File: src/design/chaskey_pkg.sv
// shared types and constants for the chaskey-lts block encryption core
// no dependencies
package chaskey_pkg;

  localparam int unsigned WordW      = 32;
  localparam int unsigned NumWords   = 4;
  localparam int unsigned CfgIdxW    = 3;
  localparam int unsigned RoundCount = 16;

  typedef logic [WordW-1:0] word_t;
  typedef logic [NumWords-1:0][WordW-1:0] block_t;

  typedef enum logic [CfgIdxW-1:0] {
    CfgKeyWord0 = 3'd0,
    CfgKeyWord1 = 3'd1,
    CfgKeyWord2 = 3'd2,
    CfgKeyWord3 = 3'd3
  } cfg_idx_e;

endpackage

File: src/design/chaskey_round.sv
// one registered round of the chaskey add-rotate-xor permutation
// depends on chaskey_pkg
module chaskey_round (
  input  logic                  clk_i,
  input  logic                  rst_ni,
  input  logic                  valid_i,
  input  chaskey_pkg::block_t   state_i,
  output logic                  valid_o,
  output chaskey_pkg::block_t   state_o
);
  import chaskey_pkg::*;

  logic   valid_q;
  block_t state_d, state_q;
  word_t  v0a, v1a, v0b, v2a, v3a, v0c, v3b, v2b, v1b;

  always_comb begin
    v0a = state_i[0] + state_i[1];
    v1a = {state_i[1][26:0], state_i[1][31:27]} ^ v0a;
    v0b = {v0a[15:0], v0a[31:16]};
    v2a = state_i[2] + state_i[3];
    v3a = {state_i[3][23:0], state_i[3][31:24]} ^ v2a;
    v0c = v0b + v3a;
    v3b = {v3a[18:0], v3a[31:19]} ^ v0c;
    v2b = v2a + v1a;
    v1b = {v1a[24:0], v1a[31:25]} ^ v2b;
    state_d[0] = v0c;
    state_d[1] = v1b;
    state_d[2] = {v2b[15:0], v2b[31:16]};
    state_d[3] = v3b;
  end

  always_ff @(posedge clk_i or negedge rst_ni) begin
    if (!rst_ni) begin
      valid_q <= 1'b0;
    end else begin
      valid_q <= valid_i;
    end
  end

  always_ff @(posedge clk_i) begin
    if (valid_i) begin
      state_q <= state_d;
    end
  end

  assign valid_o = valid_q;
  assign state_o = state_q;

endmodule
File: config.mk
export PLATFORM = sky130hd
export DESIGN_NAME = chaskey_round
export DESIGN_NICKNAME = d
export VERILOG_FILES = /design/src/design/chaskey_pkg.sv /design/src/design/chaskey_round.sv
export SDC_FILE = /design/constraint.sdc
export NUM_CORES = 1
export LEC_CHECK = 0
export BUFFER_PORTS_ARGS = -buffer_cell sky130_fd_sc_hd__buf_2
export CORE_ASPECT_RATIO = 0.6
export CORE_MARGIN = 4
export CORE_UTILIZATION = 55
export CTS_BUF_LIST = sky130_fd_sc_hd__clkbuf_4
export CTS_CLUSTER_DIAMETER = 200
export DETAILED_ROUTE_END_ITERATION = 12
export PLACE_DENSITY = 0.78
export RECOVER_POWER = 50
export SETUP_SLACK_MARGIN = 0.5
export SYNTH_ARGS = -nofsm -noshare
export SYNTH_HDL_FRONTEND = slang
export SYNTH_SLANG_ARGS = --single-unit
export TNS_END_PERCENT = 30
File: constraint.sdc
create_clock -name clk_i -period 0.8 [get_ports clk_i]
set_input_delay 0.08 -clock clk_i [delete_from_list [all_inputs] [get_ports clk_i]]
set_output_delay 0.08 -clock clk_i [all_outputs]
set_load 0.01 [all_outputs]
==> results of run 1 <==
## per-stage QoR
step           std cells  hold slack (ps)  setup WS [ps]  TNS [ps]  util [%]
3_5_place_dp        2248             -135          -4380   -456100      89.2
3_3_place_gp        2248             -144          -4020   -423630      89.2
2_1_floorplan       1119             -216          -3570   -331650         -
## kinds of logic after synthesis
| kind of cell | Yosys count | synth area share, % |
|---|---|---|
| compound gates | 350 | 20.9 |
| xor+xnor | 251 | 20.2 |
| simple gates | 217 | 9.26 |
| flops | 129 | 33.9 |
| fa+ha+maj | 128 | 14.3 |
| buf+inv | 44 | 1.45 |
==> flow_summary.json, run 1 <==
{
  "synth_seq_cells": 129,
  "ctsResizeCount": 280,
  "synthFlopType": "edfxtp_1",
  "syn-cell-area_um2": 11400,
  "yosysSeqAreaShare_pct": 33.9,
  "synth_top_area_share_pct": 33.7,
  "cts_buffers": 17,
  "cts-root-buf": "clkbuf_4",
  "syn_nets": 1378,
  "netlist_top_cells_area": "edfxtp_1 (34%), ha_1 (14%), xor2_1 (12%), xnor2_1 (6.2%), a21oi_1 (4.7%)",
  "port_buffers": 259,
  "ys_top_cells_by_count": "xor2_1 (159), edfxtp_1 (128), ha_1 (124), a21oi_1 (107), xnor2_1 (81)",
  "toolErrorMsg": "[ERROR DPL-0038] Utilization greater than 100%, impossible to legalize",
  "dpl-instance-area_um2": 18000,
  "htreeDepth": 4,
  "pin_count": 260,
  "start_util_pct": 56.6,
  "hpwl_um": 44700,
  "synth-async-reset-ratio_pct": 0.775,
  "holdBufCountCts": 1,
  "synthCells": 1119,
  "synth-edff-count": 128,
  "syn_area_per_cell_um2": 10.2,
  "die_h_um": 120,
  "yosys_warnings": 0,
  "yosys.area.top_type": "edfxtp_1",
  "yosysMostFrequentCell": "xor2_1",
  "lastStage": "clock tree synthesis (4_1_cts)",
  "status": "did not finish",
  "post_cts_buffers": 101,
  "clock_path_buffers": 2,
  "routabilityCongestion": 1.16,
  "synth_cell_types": 70,
  "die_w_um": 194,
  "cts_sinks": 129,
  "rows": 40
}
==> inputs of run 2 (changes only) <==
==> config.mk (replaced) <==
export PLATFORM = sky130hd
export DESIGN_NAME = chaskey_round
export DESIGN_NICKNAME = d
export VERILOG_FILES = /design/src/design/chaskey_pkg.sv /design/src/design/chaskey_round.sv
export SDC_FILE = /design/constraint.sdc
export NUM_CORES = 1
export LEC_CHECK = 0
export BUFFER_PORTS_ARGS = -buffer_cell sky130_fd_sc_hd__buf_2
export CORE_MARGIN = 4
export CORE_UTILIZATION = 40
export DETAILED_ROUTE_END_ITERATION = 12
export PLACE_DENSITY_LB_ADDON = 0.15
export RECOVER_POWER = 50
export SYNTH_ARGS = -nofsm -noshare
export SYNTH_HDL_FRONTEND = slang
export SYNTH_SLANG_ARGS = --single-unit
export TNS_END_PERCENT = 30
==> run 2 against run 1 <==
Area after synthesis stayed put. Synthesized cell count stayed put. The flow now finishes, with violations (setup timing).
==> flow_summary.json, run 2 <==
{
  "cp_max_fo": 3,
  "synth-edff-count": 128,
  "timing.setup.tns_ps": -408410,
  "grt_pass1_vias": 13500,
  "cp_num_buf_inv": 6,
  "syn_nets": 1378,
  "fmax_mhz": 224,
  "syn-cell-area_um2": 11400,
  "wirelength_um": 56100,
  "synth-async-reset-ratio_pct": 0.775,
  "endpoint": "state_o[63]",
  "yosys.area.top_type": "edfxtp_1",
  "die_w_um": 177,
  "largest_reg_flops": 128,
  "layout_setup_ws_ps": -3670,
  "cp.depth": 26,
  "yosys_warnings": 0,
  "hold_class": "in -> reg",
  "cap_violations": 0,
  "netlist_top_cells_area": "edfxtp_1 (34%), ha_1 (14%), xor2_1 (12%), xnor2_1 (6.2%), a21oi_1 (4.7%)",
  "core_area_um2": 27900,
  "holdWs_ps": 222,
  "synth_top_area_share_pct": 33.7,
  "setup_viol": 337,
  "fin_area_um2": 22500,
  "cts_sinks": 129,
  "routabilityCongestion": 0.990,
  "cp-startpoint": "state_i[32]",
  "crit_arrival_ps": 4650,
  "dpl-instance-area_um2": 18100,
  "grt_max_degree": 51,
  "cpLargestDelayFamily": "compound AO/OA/AOI/OAI gates",
  "crit_path_max_incr_delay_ps": 550,
  "place_inst": 2378,
  "report.final.slew_viol_count": 0,
  "ys_top_cells_by_count": "xor2_1 (159), edfxtp_1 (128), ha_1 (124), a21oi_1 (107), xnor2_1 (81)",
  "antenna_found_initial": 0,
  "grt_overflow": 0,
  "synth_seq_cells": 129,
  "die_h_um": 177,
  "period_share_pct": 559,
  "rsz0062_at_grt": "true",
  "endpoint_kind": "flip-flop",
  "layout_common_cells": "buf_4 (668), buf_2 (249), edfxtp_1 (128)",
  "vias": 13600,
  "num-nets-final": 2390,
  "cpMaxStageDelayCell": "or4_4",
  "hpwl_um": 39900,
  "status": "finished with violations",
  "worstSetupPathType": "in -> reg",
  "synthCells": 1119,
  "htreeDepth": 4,
  "period_needed_ps": 4470,
  "start_kind": "input pin",
  "crit_required_ps": 980,
  "p_leak_nw": 10.5,
  "synth_cell_types": 70,
  "antenna_left": 0,
  "hold_viol_final": 0,
  "clkTransAtPathRegs_ps": 60,
  "clock_path_buffers": 2,
  "n_fill_cell": 1711,
  "drt_iter0_markers": 1104,
  "syn_area_per_cell_um2": 10.2,
  "yosysSeqAreaShare_pct": 33.9,
  "avgViaCountPerCell": 5.39,
  "yosysMostFrequentCell": "xor2_1",
  "start_util_pct": 40.9,
  "port_buffers": 259,
  "final_cells": 2522,
  "layout-drive-gt1-share_pct": 65.2,
  "ir_drop_uv": 2220,
  "diodes": 0,
  "synthFlopType": "edfxtp_1",
  "die-area_um2": 31300,
  "track_usage_pct": 32.6,
  "slew_headroom_pct": 57.5,
  "rows": 61,
  "grt_pass1_wl_um": 76900,
  "tightest_slew_ps": 633,
  "cts_buffers": 17,
  "cts-root-buf": "clkbuf_16",
  "firstDrtPassIters": 5,
  "hold_depth": 3,
  "cts_tree": "yes",
  "dpl_worst_slack_ps": -4130,
  "power.density_nw_per_um2": 3670,
  "mostFrequentLayoutCell": "buf_4",
  "pin_count": 260,
  "drc": 0,
  "routedWlPerCell_um": 22.3,
  "violations": "setup timing",
  "areaGrowthSynthToFinish_pct": 97.2
}
[run 2: worst min-delay path by stage]
stage	startpoint	endpoint	slack, ps
floorplan	rst_ni	valid_o	-220
global placement	rst_ni	valid_o	-150
detailed placement	rst_ni	valid_o	-140
CTS	valid_i	valid_o	110
global route	state_i[100]	state_o[121]	230
finish	state_i[100]	state_o[121]	220
[run 2: cells by family after synthesis]
family	Yosys count	synth area share [%]
simple gates	217	9.26
xor+xnor	251	20.2
fa+ha+maj	128	14.3
compound gates	350	20.9
buf+inv	44	1.45
flops	129	33.9
[run 2: through the flow]
| stage | power, mW | utilization, % |
|---|---|---|
| floorplan | 33.8 | - |
| detailed placement | 57.0 | 64.8 |
| global placement | 56.4 | 64.8 |
| global route | 86.1 | 80.6 |
| finish | 82.5 | 80.6 |
| CTS | 74.0 | 74.9 |
[run 2: repair_timing]
action / in CTS / in global routing
pin swaps: 166 / 163
endpoints found under the hold margin: 1 / 0
resized for setup: 301 / 221
hold buffers: 2 / 0
buffers inserted: 78 / 61
setup endpoints to repair: 257 / 257
[run 2: worst min-delay path, cell delays in order]
cell	delay (ps)
buf_2	90
buf_4	130
xor3_1	230
[run 2: final cells by class]
type	count	area (um2)	share of cell area, %
Clock buffer	17	425	1.89
Tap cell	378	473	2.10
Clock inverter	15	214	0.950
Multi-Input combinational cell	946	10200	45.2
Inverter	32	123	0.545
Sequential cell	129	3870	17.2
Timing Repair Buffer	1005	7240	32.1
[run 2: power by group]
part | switching (mW) | internal, mW | leakage (nW)
clock | 3.48 | 5.52 | 0.310
sequential | 0.931 | 13.2 | 1.26
combinational | 29.0 | 30.4 | 8.96
[run 2: layer usage]
metal | GRT usage, % | wire, um | part of all wire [%]
met3 | 6.17 | 4350 | 7.7
met5 | 0 | 0 | 0
met2 | 52.7 | 25700 | 46
met1 | 42.5 | 22700 | 40
met4 | 14.7 | 3450 | 6.1
No activity file was read; power rests on OpenSTA's default activity.
